### config.mk
export PLATFORM = sky130hd
export DESIGN_NAME = lpp_div_cell
export DESIGN_NICKNAME = d
export VERILOG_FILES = /design/src/rtl/core/lidar_point_to_pixel_projection_unit_defines.svh /design/src/rtl/core/lpp_pkg.sv /design/src/rtl/core/lpp_div_cell.sv
export SDC_FILE = /design/constraint.sdc
export NUM_CORES = 1
export LEC_CHECK = 0
export ABC_AREA = 1
export BUFFER_PORTS_ARGS = -buffer_cell sky130_fd_sc_hd__buf_2
export CORE_MARGIN = 4
export CORE_UTILIZATION = 56
export DETAILED_ROUTE_END_ITERATION = 7
export MAX_ROUTING_LAYER = met4
export PLACE_DENSITY = 0.92
export SYNTH_ARGS = -nofsm -noshare
export SYNTH_HDL_FRONTEND = slang
export SYNTH_SLANG_ARGS = --single-unit
### constraint.sdc
create_clock -name clk_i -period 2.3 [get_ports clk_i]
set_input_delay 0.115 -clock clk_i [delete_from_list [all_inputs] [get_ports clk_i]]
set_output_delay 0.115 -clock clk_i [all_outputs]
set_load 0.01 [all_outputs]
### src/rtl/core/lidar_point_to_pixel_projection_unit_defines.svh
// Assertion macros for the lidar projection unit.
// No dependencies.
`ifndef LIDAR_POINT_TO_PIXEL_PROJECTION_UNIT_DEFINES_SVH
`define LIDAR_POINT_TO_PIXEL_PROJECTION_UNIT_DEFINES_SVH
`ifndef NO_ASSERTIONS
`define LPP_ASSERT(lbl, clk, rstn, prop, msg) \
  lbl: assert property (@(posedge clk) disable iff (!rstn) prop) else $error(msg);
`define LPP_ASSERT_NR(lbl, clk, prop, msg) \
  lbl: assert property (@(posedge clk) prop) else $error(msg);
`else
`define LPP_ASSERT(lbl, clk, rstn, prop, msg)
`define LPP_ASSERT_NR(lbl, clk, prop, msg)
`endif
`endif

### src/rtl/core/lpp_pkg.sv
// Shared types and constants for the lidar projection unit.
// No dependencies.
`timescale 1ns / 1ps
package lpp_pkg;
  localparam int unsigned RegW          = 28;
  localparam int unsigned PixW          = 16;
  localparam int unsigned CoordFracBits = 16;

  typedef enum logic [1:0] {
    REG_FOCAL_X  = 2'd0,
    REG_FOCAL_Y  = 2'd1,
    REG_CENTER_X = 2'd2,
    REG_CENTER_Y = 2'd3
  } reg_idx_e;

  // rotation Q2.30, row major
  localparam logic signed [31:0] ROT [9] = '{
    -32'sd7720938 - 32'sd60, -32'sd1073711136, -32'sd2505695,
     32'sd11268867,           32'sd2424595,    -32'sd1073679955,
     32'sd1073654926,        -32'sd7746854,     32'sd11251118
  };
  // translation Q16.16
  localparam logic signed [31:0] TRANS [3] = '{
    -32'sd1119, 32'sd11280, -32'sd7326
  };

  // divider lane payload
  typedef struct packed {
    logic signed [62:0] rem;   // remainder magnitude workspace
    logic [15:0]        quo;
    logic               neg;
    logic               sat;
  } lane_t;
endpackage

### src/rtl/core/lpp_div_cell.sv
// One cell of the restoring divider chain: produces one quotient bit.
// Depends on lpp_pkg.
`timescale 1ns / 1ps
module lpp_div_cell import lpp_pkg::*; #(
  parameter int unsigned Shift = 0
) (
  input  logic        clk_i,
  input  logic        en_i,
  input  lane_t       lane_i,
  input  logic [48:0] den_i,
  output lane_t       lane_o
);
  lane_t       nxt;
  logic [63:0] trial;
  always_comb begin
    nxt   = lane_i;
    trial = 64'(den_i) << Shift;
    if (!lane_i.sat && 64'(unsigned'(lane_i.rem)) >= trial) begin
      nxt.rem = lane_i.rem - 63'(trial);
      nxt.quo = lane_i.quo | 16'(16'd1 << Shift);
    end
  end
  always_ff @(posedge clk_i) begin
    if (en_i) lane_o <= nxt;
  end
endmodule

Word-level counts from Yosys, hierarchy flattened --
Cells that the tools add are included.
Cells by class: $mul 0, bitwise gates (word level) 0, reductions and logical operators 2, divide/modulo/power cells 0, multiplexer cells 1, order comparisons 1, equality and inequality tests 0, shifts and indexed selects 0, add/subtract/negate cells 1
Operators by type and width (number):
- $mux W79 | 1
- $ge A63 B49 Y1 | 1
- $sub A63 B49 Y63 | 1
- $logic_and A1 B1 Y1 | 1
- $logic_not A1 Y1 | 1
Word-level totals: output and inout bits 81, input port bits 132, register bits after elaboration 81, latch bits 0, memories 0, RAM bits 0, bits in read-only memories 0, word-level logic and storage cells 10

Longest topological paths before layout --
Gate-level depths: netlist of the first run.
depth in word-level cells 3, gate-level depth with buffers 18, gate-level depth less buffers 17

Least setup slack after synthesis of the first run --
Ideal clock, no wire load.
path type input-to-reg, from in den_i[6], to reg lane_o[79] in the netlist's numbering, data pin, stages 16, path buffers 2, arrival time 1.696 ns, library setup time 0.252 ns, data required time 2.048 ns, setup slack 0.352 ns, cells stage by stage inv_1 -> ha_1 -> nand2_2 -> inv_1 -> a21oi_1 -> nand2_2 -> nand2_2 -> nand2_4 -> nand2_2 -> nand2_4 -> nand2_2 -> nand3_4 -> buf_12 -> buf_6 -> nand3_1 -> nand2_1
RTL lines:
- start, declared | line lpp_div_cell.sv:10 | input logic [48:0] den_i,
- end signal, assigned | line lpp_div_cell.sv:24 | if (en_i) lane_o <= nxt;
- end, declared | line lpp_div_cell.sv:11 | output lane_t lane_o

==> results of run 1 <==
==> cell usage after synthesis, types with 2 or more instances <==
master,number
a21oi_1,44
nand3b_1,5
or2_2,2
inv_1,291
nand2_2,23
nor3_1,11
inv_2,10
nor2_4,3
o21ai_0,6
nor3_2,3
nand4_1,12
edfxtp_1,81
buf_6,3
nand3_1,83
nor2_2,12
buf_2,7
ha_1,49
nand2_1,586
nand3_2,20
xor2_1,32
o21bai_1,10
nand2_4,4
buf_12,3
nor2_1,110
==> layout make-up <==
type / count / area share (%)
Inverter: 302 / 9.94
Clock buffer: 9 / 1.98
Sequential cell: 81 / 21.3
Timing Repair Buffer: 344 / 18.8
Clock inverter: 7 / 0.977
Multi-Input combinational cell: 1027 / 44.6
Tap cell: 211 / 2.32
==> tightest hold or removal path, cell delays in order <==
cell and delay, ns:
buf_2 0.07, inv_1 0.03, nand2_1 0.05
==> logic make-up (layout without fill, tap and decap cells) <==
family,Yosys count,after routing,share of synthesized area (%)
simple gates,880,880,43.2
buf+inv,317,662,14.6
flops,81,81,27.6
compound gates,64,64,4.07
fa+ha+maj,50,50,7.19
xor+xnor,33,33,3.28
==> layer usage <==
layer / part of all wire (%) / vias up / track usage (%)
met1: 41 / 4564 / 46.7
met2: 46 / 559 / 59.8
met5: 0 / - / -
met4: 4.4 / 0 / 15.4
li1: - / 5029 / -
met3: 8.8 / 105 / 5.02
==> worst paths after layout <==
path / startpoint / end / slack [ns] / depth (start not counted)
max: den_i[5] / lane_o[25] / 0.11 / 14
min: lane_i[2] / lane_o[2] / 0.01 / 3
==> power groups by stage <==
stage | combinational (mW) | clock, mW | sequential, mW
6_report | 2.22 | 1.71 | 1.87
5_1_grt | 2.41 | 1.78 | 1.88
4_1_cts | 2.17 | 1.69 | 1.86
3_5_place_dp | 2.14 | 0 | 1.89
3_3_place_gp | 2.08 | 0 | 1.88
2_1_floorplan | 1.10 | 0 | 1.98
==> what timing repair did <==
item | CTS | global route
gates resized for setup | 0 | 2
hold buffers | 16 | 0
endpoints found under the hold margin | 16 | 0
endpoints found under the setup margin | 0 | 2
==> flow_summary.ini, run 1 <==
[run_status]
status = completed

[cells_and_area]
regArea_um2 = 2430
n_antenna_cell = 0
layout_common_cells = nand2_1, inv_1, buf_2
reg.largest.list = lane_o x81
num-fill-cells = 1242
finalNonFillerCells = 1981
largest-register = lane_o
syn_to_final_growth_pct = 29.5
drive_above_1_share_pct = 24.1
design_area_um2 = 11400
fin_util_pct = 74.5
largest_reg_flops = 81
multiInputGateArea_um2 = 5090
final_common_cell = nand2_1
nNetsFinal = 1947

[clocking]
numCtsBuffers = 9
clkTransAtPathRegs_ns = 0.07
cts.sinks = 81
cts_setup_buffers = 0
ctsLongestPathBuffers = 2
cts-root-buf = clkbuf_16
htree_levels = 3
cts_tree = yes

[floorplan]
die_area_um2 = 17800
ioPinCount = 213
die_width_um = 133
coreArea_um2 = 15300
initial_core_util_pct = 57.5
rows = 45
die_y_um = 133

[sta]
min_period_over_period_pct = 95.3
drv_slew = 0
tns_ns = 0
rsz0062_at_grt = no
min_period_ns = 2.19
max_slew_margin_pct = 61.8
fin_ws_ns = 0.108
hold_slack_ns = 0.0121
hold_viol_final = 0
finalSetupViolations = 0
fmax_mhz = 456
worstMarginPinSlew_ns = 0.573

[worst_setup_path]
worst-path-buf-inv = 5
crit_path_frequent_cell = nand2_1
worstSetupEndpointType = flop
path_class = input pin to flop
critical_path.top_delay_family = simple AND/OR/NAND/NOR gates
crit_arrival_ns = 2.29
worst_setup_path_start_kind = input pin
crit_path_max_fanout = 34
cp_slowest_cell = ha_1
crit_required_ns = 2.40
crit_path_max_incr_delay_ns = 0.38
worstPathCellList = buf_2 -> inv_1 -> ha_1 -> nand2_1 -> buf_4 -> nor2_2 -> inv_1 -> nor4_2 -> nand4_1 -> nand3_4 -> nand2_4 -> buf_12 -> nand2_1 -> nand2_1

[placement]
hpwl_um = 26200
dpl_cell_area_um2 = 10900
port_buffers = 212
post-place-ws_ns = -0.224
globalplace.congestion = 0.992
dp_cells = 1949

[logic_synthesis]
syn_avg_cell_area_um2 = 6.18
syn-num-nets = 1607
yosys-top-cells-area = edfxtp_1, nand2_1, inv_1
syn-cell-area_um2 = 8800
ys_seq_elements = 81
synth_top_area_share_pct = 27.6
synth_edf_count = 81
yosysTopAreaCell = edfxtp_1
async_flop_share_pct = 0
ys_types = 39
yosys_warnings = 0
synth_seq_area_share_pct = 27.6
synth_ff_type = edfxtp_1
syn_inst = 1425

[power]
p_sw_share_pct = 36.5
p_leak_nw = 6.63
combPwrFrac_pct = 38.3
power_frac_seq_pct = 32.2
p_sw_mw = 2.12
p_per_area_nw_per_um2 = 509
internal_power_mw = 3.68
peakVddDrop_mv = 0.383
p_clk_share_pct = 29.5
power_mw = 5.81

[drt]
drt-pass1-iter-count = 8
wl_per_cell_um = 16.5
via_count = 10300
drt-total-wl_um = 32700
drc = 0
postRouteAntennaNets = 0
drtIter0Drc = 923
vias_per_cell = 5.18

[global_route]
antenna_found_initial = 0
grt_pass1_wl_um = 50300
globalRouteOverflowTotal = 0
grt_max_degree = 48
grtUsageTotal_pct = 36.9
grt_pass1_vias = 9732

[job]
max-cap-violations = 0

[min_path]
hp-class = input pin to flop
Note: power is estimated with default switching activity, not from simulation.
==> run 2: changes to the inputs <==
- MAX_ROUTING_LAYER: met4 -> unset
- TNS_END_PERCENT: unset -> 50
==> run 2 against run 1 <==
Against the previous run: non-clock buffer count did not move; design area shrank 0.12%; sequential share of layout area about the same; cell count is the same; total power about the same; largest cell class unchanged; clock power hardly changed; flip-flop and latch count did not move; worst setup slack better by 0.077 ns; critical path depth is 3 higher.
==> flow_summary.ini, run 2 (synthesis results as in run 1) <==
[placement]
globalplace.congestion = 0.970
dp_cells = 1949
post-place-ws_ns = -0.147
dpl_cell_area_um2 = 10900
port_buffers = 212
hpwl_um = 26300

[drt]
drc = 0
vias_per_cell = 5.14
postRouteAntennaNets = 0
drt-pass1-iter-count = 5
wl_per_cell_um = 16.3
drtIter0Drc = 1069
via_count = 10200
drt-total-wl_um = 32300

[sta]
fin_ws_ns = 0.184
hold_slack_ns = 0.00987
fmax_mhz = 473
drv_slew = 0
min_period_ns = 2.12
hold_viol_final = 0
worstMarginPinSlew_ns = 0.545
max_slew_margin_pct = 63.7
rsz0062_at_grt = no
finalSetupViolations = 0
tns_ns = 0
min_period_over_period_pct = 92.0

[power]
p_leak_nw = 6.63
p_per_area_nw_per_um2 = 510
power_mw = 5.81
peakVddDrop_mv = 0.357

[worst_setup_path]
worst_setup_path_start_kind = input pin
worstSetupEndpointType = flop
worst-path-buf-inv = 5
crit_arrival_ns = 2.22
critical_path.top_delay_family = simple AND/OR/NAND/NOR gates
crit_path_max_incr_delay_ns = 0.35
crit_path_max_fanout = 4
worstPathCellList = buf_2 -> inv_1 -> ha_1 -> nand2_1 -> inv_1 -> nand2_1 -> nand2_1 -> inv_1 -> nand3_2 -> nand2_1 -> nand3_1 -> nand3_1 -> nand2_1 -> inv_1 -> nand2_1 -> nand2_1 -> nand2_1
crit_path_frequent_cell = nand2_1
crit_required_ns = 2.41
path_class = input pin to flop
cp_slowest_cell = ha_1

[global_route]
antenna_found_initial = 1
grtUsageTotal_pct = 35.6
grt_max_degree = 48
grt_pass1_vias = 10000
grt_pass1_wl_um = 50200
globalRouteOverflowTotal = 0

[floorplan]
die_area_um2 = 17800
die_y_um = 133
coreArea_um2 = 15300
ioPinCount = 213
die_width_um = 133
rows = 45
initial_core_util_pct = 57.5

[cells_and_area]
syn_to_final_growth_pct = 29.4
largest-register = lane_o
final_common_cell = nand2_1
n_antenna_cell = 0
largest_reg_flops = 81
drive_above_1_share_pct = 24.2
fin_util_pct = 74.4
reg.largest.list = lane_o x81
nNetsFinal = 1947
design_area_um2 = 11400
num-fill-cells = 1274
layout_common_cells = nand2_1, inv_1, buf_2
finalNonFillerCells = 1981

[clocking]
htree_levels = 3
ctsLongestPathBuffers = 2
clkTransAtPathRegs_ns = 0.07
cts-root-buf = clkbuf_16
numCtsBuffers = 9
cts.sinks = 81
cts_setup_buffers = 0
cts_tree = yes

[min_path]
hold-path-endpoint = lane_o[2]
hp-start = lane_i[2]
hp-class = input pin to flop
holdPathStages = 3

[run_status]
status = completed

[job]
max-cap-violations = 0
## run 2: changes by cell type in the layout (fill, tap and decap cells not counted), sizes merged
cell,previous run,this run
clkinv,4,2
inv,303,305
## run 2: area by class of cell
type / instances / area, um2 / area share, %
Inverter: 302 / 1130 / 9.95
Multi-Input combinational cell: 1027 / 5090 / 44.7
Sequential cell: 81 / 2430 / 21.4
Clock buffer: 9 / 225 / 1.98
Tap cell: 211 / 264 / 2.32
Clock inverter: 7 / 106 / 0.934
Timing Repair Buffer: 344 / 2130 / 18.7
## run 2: routing by layer
metal / global-route usage [%] / routed length [um] / vias up
met2: 61.1 / 15100 / 527
met3: 6.76 / 2910 / 91
met5: 0 / 13 / -
met1: 45.2 / 13200 / 4560
met4: 12.3 / 1060 / 2
li1: - / - / 5012
## run 2: repair_timing
item                                   CTS  global route
setup endpoints to repair                0             2
gates resized for setup                  0             2
endpoints found under the hold margin   16             0
hold buffers                            16             0
## run 2: power by group
group / internal, mW / switching, mW / leakage [nW]
combinational: 0.883 / 1.33 / 5.68
sequential: 1.82 / 0.0469 / 0.791
clock: 0.976 / 0.753 / 0.163
## run 2: worst max path at each step
| stage | startpoint | endpoint | depth (start not counted) |
|---|---|---|---|
| 4_1_cts | lane_i[24] | lane_o[75] | 14 |
| 3_3_place_gp | lane_i[18] | lane_o[54] | 16 |
| 3_5_place_dp | lane_i[24] | lane_o[75] | 14 |
| 6_report | den_i[8] | lane_o[76] | 17 |
| 2_1_floorplan | den_i[6] | lane_o[79] | 16 |
| 5_1_grt | den_i[8] | lane_o[76] | 17 |
==> run 3: changes to the inputs <==
- CORE_ASPECT_RATIO: unset -> 0.9
- REMOVE_ABC_BUFFERS: unset -> 1
==> run 3 against run 2 <==
Against the previous run: sequential power is essentially flat; design area shrank 0.36%; cell count shrank 0.56%; total power shrank 2.8%; worst setup slack lost 0.040 ns; core utilization shrank 0.62 points; combinational power is essentially flat; global-route usage grew 0.28 points; via count grew 0.86%.
==> flow_summary.ini, run 3 (synthesis results as in run 1) <==
[global_route]
globalRouteOverflowTotal = 0
grt_pass1_vias = 9881
grt_pass1_wl_um = 50600
antenna_found_initial = 0
grtUsageTotal_pct = 35.9
grt_max_degree = 39

[power]
power_frac_seq_pct = 33.0
p_sw_share_pct = 37.0
p_sw_mw = 2.09
power_mw = 5.65
internal_power_mw = 3.56
peakVddDrop_mv = 0.396
p_per_area_nw_per_um2 = 498
p_leak_nw = 6.61
p_clk_share_pct = 27.3
combPwrFrac_pct = 39.7

[drt]
drtIter0Drc = 967
via_count = 10300
postRouteAntennaNets = 0
drt-total-wl_um = 32900
drc = 0
drt-pass1-iter-count = 7
vias_per_cell = 5.22
wl_per_cell_um = 16.7

[min_path]
holdPathStages = 3
hold-path-endpoint = lane_o[37]
hp-start = lane_i[37]
hp-class = input pin to flop

[floorplan]
ioPinCount = 213
initial_core_util_pct = 57.2
coreArea_um2 = 15400
die_width_um = 140
die_area_um2 = 17800
die_y_um = 127
rows = 43

[run_status]
status = completed

[cells_and_area]
largest_reg_flops = 81
largest-register = lane_o
finalNonFillerCells = 1970
syn_to_final_growth_pct = 28.9
design_area_um2 = 11300
num-fill-cells = 1233
nNetsFinal = 1945
fin_util_pct = 73.7
final_common_cell = nand2_1
drive_above_1_share_pct = 23.9
layout_common_cells = nand2_1, inv_1, buf_2
reg.largest.list = lane_o x81
n_antenna_cell = 0

[sta]
max_slew_margin_pct = 67.3
tns_ns = 0
fmax_mhz = 464
min_period_ns = 2.16
hold_slack_ns = 0.0433
fin_ws_ns = 0.144
hold_viol_final = 0
worstMarginPinSlew_ns = 0.491
rsz0062_at_grt = no
drv_slew = 0
finalSetupViolations = 0
min_period_over_period_pct = 93.7

[worst_setup_path]
crit_path_max_fanout = 4
path_class = input pin to flop
crit_arrival_ns = 2.27
worst_setup_path_start_kind = input pin
crit_required_ns = 2.41
worstSetupEndpointType = flop

[placement]
post-place-ws_ns = -0.131
dp_cells = 1938
hpwl_um = 26800
dpl_cell_area_um2 = 10900
port_buffers = 212
globalplace.congestion = 0.959

[clocking]
cts_resized = 0
numCtsBuffers = 9
cts.sinks = 81
cts_tree = yes
ctsLongestPathBuffers = 2
cts_setup_buffers = 0
cts-root-buf = clkbuf_16
clkTransAtPathRegs_ns = 0.07
htree_levels = 3

[job]
max-cap-violations = 0
## run 3: cell types whose count changed in the layout (fill, tap and decap cells not counted)
cell / change
buf_12: +2
buf_4: -4
bufinv_16: -1
clkinv_1: +1
clkinv_4: +1
clkinvlp_4: +1
inv_6: -1
inv_8: -1
nand3_1: +2
nand3_2: -2
## run 3: worst max path at each step
| stage | startpoint | end | slack, ns |
|---|---|---|---|
| final | lane_i[24] | lane_o[75] | 0.14 |
| after global routing | lane_i[18] | lane_o[70] | 0.02 |
| after CTS | lane_i[18] | lane_o[70] | 0.23 |
| after detailed placement | lane_i[22] | lane_o[54] | -0.13 |
| after global placement | lane_i[53] | lane_o[54] | -0.08 |
| after floorplan | den_i[6] | lane_o[2] | -0.20 |
## run 3: cell type report
class / count / area, um2 / share of cell area [%]
multi-input combinational: 1027 / 5080 / 44.8
sequential: 81 / 2430 / 21.4
timing repair buffer: 342 / 2140 / 18.9
inverter: 302 / 1130 / 9.99
tap: 202 / 253 / 2.23
clock buffer: 9 / 225 / 1.98
clock inverter: 7 / 76.3 / 0.673
## run 3: worst max-delay path: stages
cell	delay [ns]
buf_2	0.11
ha_1	0.36
nand2_1	0.10
nand2_1	0.13
a21oi_1	0.26
nand3_1	0.27
nand2_1	0.12
nand3b_1	0.19
nand2_1	0.19
nand2_1	0.07
nand2_1	0.15
nand2_1	0.07
nand2_1	0.06
nand2_1	0.04
## run 3: power groups by stage
| stage | Sequential, mW | Clock [mW] | Combinational [mW] |
|---|---|---|---|
| after floorplan | 1.98 | 0 | 1.08 |
| after global placement | 1.89 | 0 | 2.09 |
| after detailed placement | 1.89 | 0 | 2.15 |
| after CTS | 1.87 | 1.54 | 2.19 |
| after global routing | 1.88 | 1.59 | 2.43 |
| final | 1.87 | 1.54 | 2.24 |
## run 3: what timing repair did
| item | in CTS | in global routing |
|---|---|---|
| endpoints found under the setup margin | 0 | 0 |
| hold buffers | 16 | 0 |
| endpoints found under the hold margin | 16 | 0 |
## run 3: layer usage
layer	up-vias	wire length, um	GRT usage, %
met2	618	14600	58.7
met3	92	3400	7.05
met5	-	0	0
li1	5029	-	-
met1	4541	13600	47.6
met4	0	1280	12.8
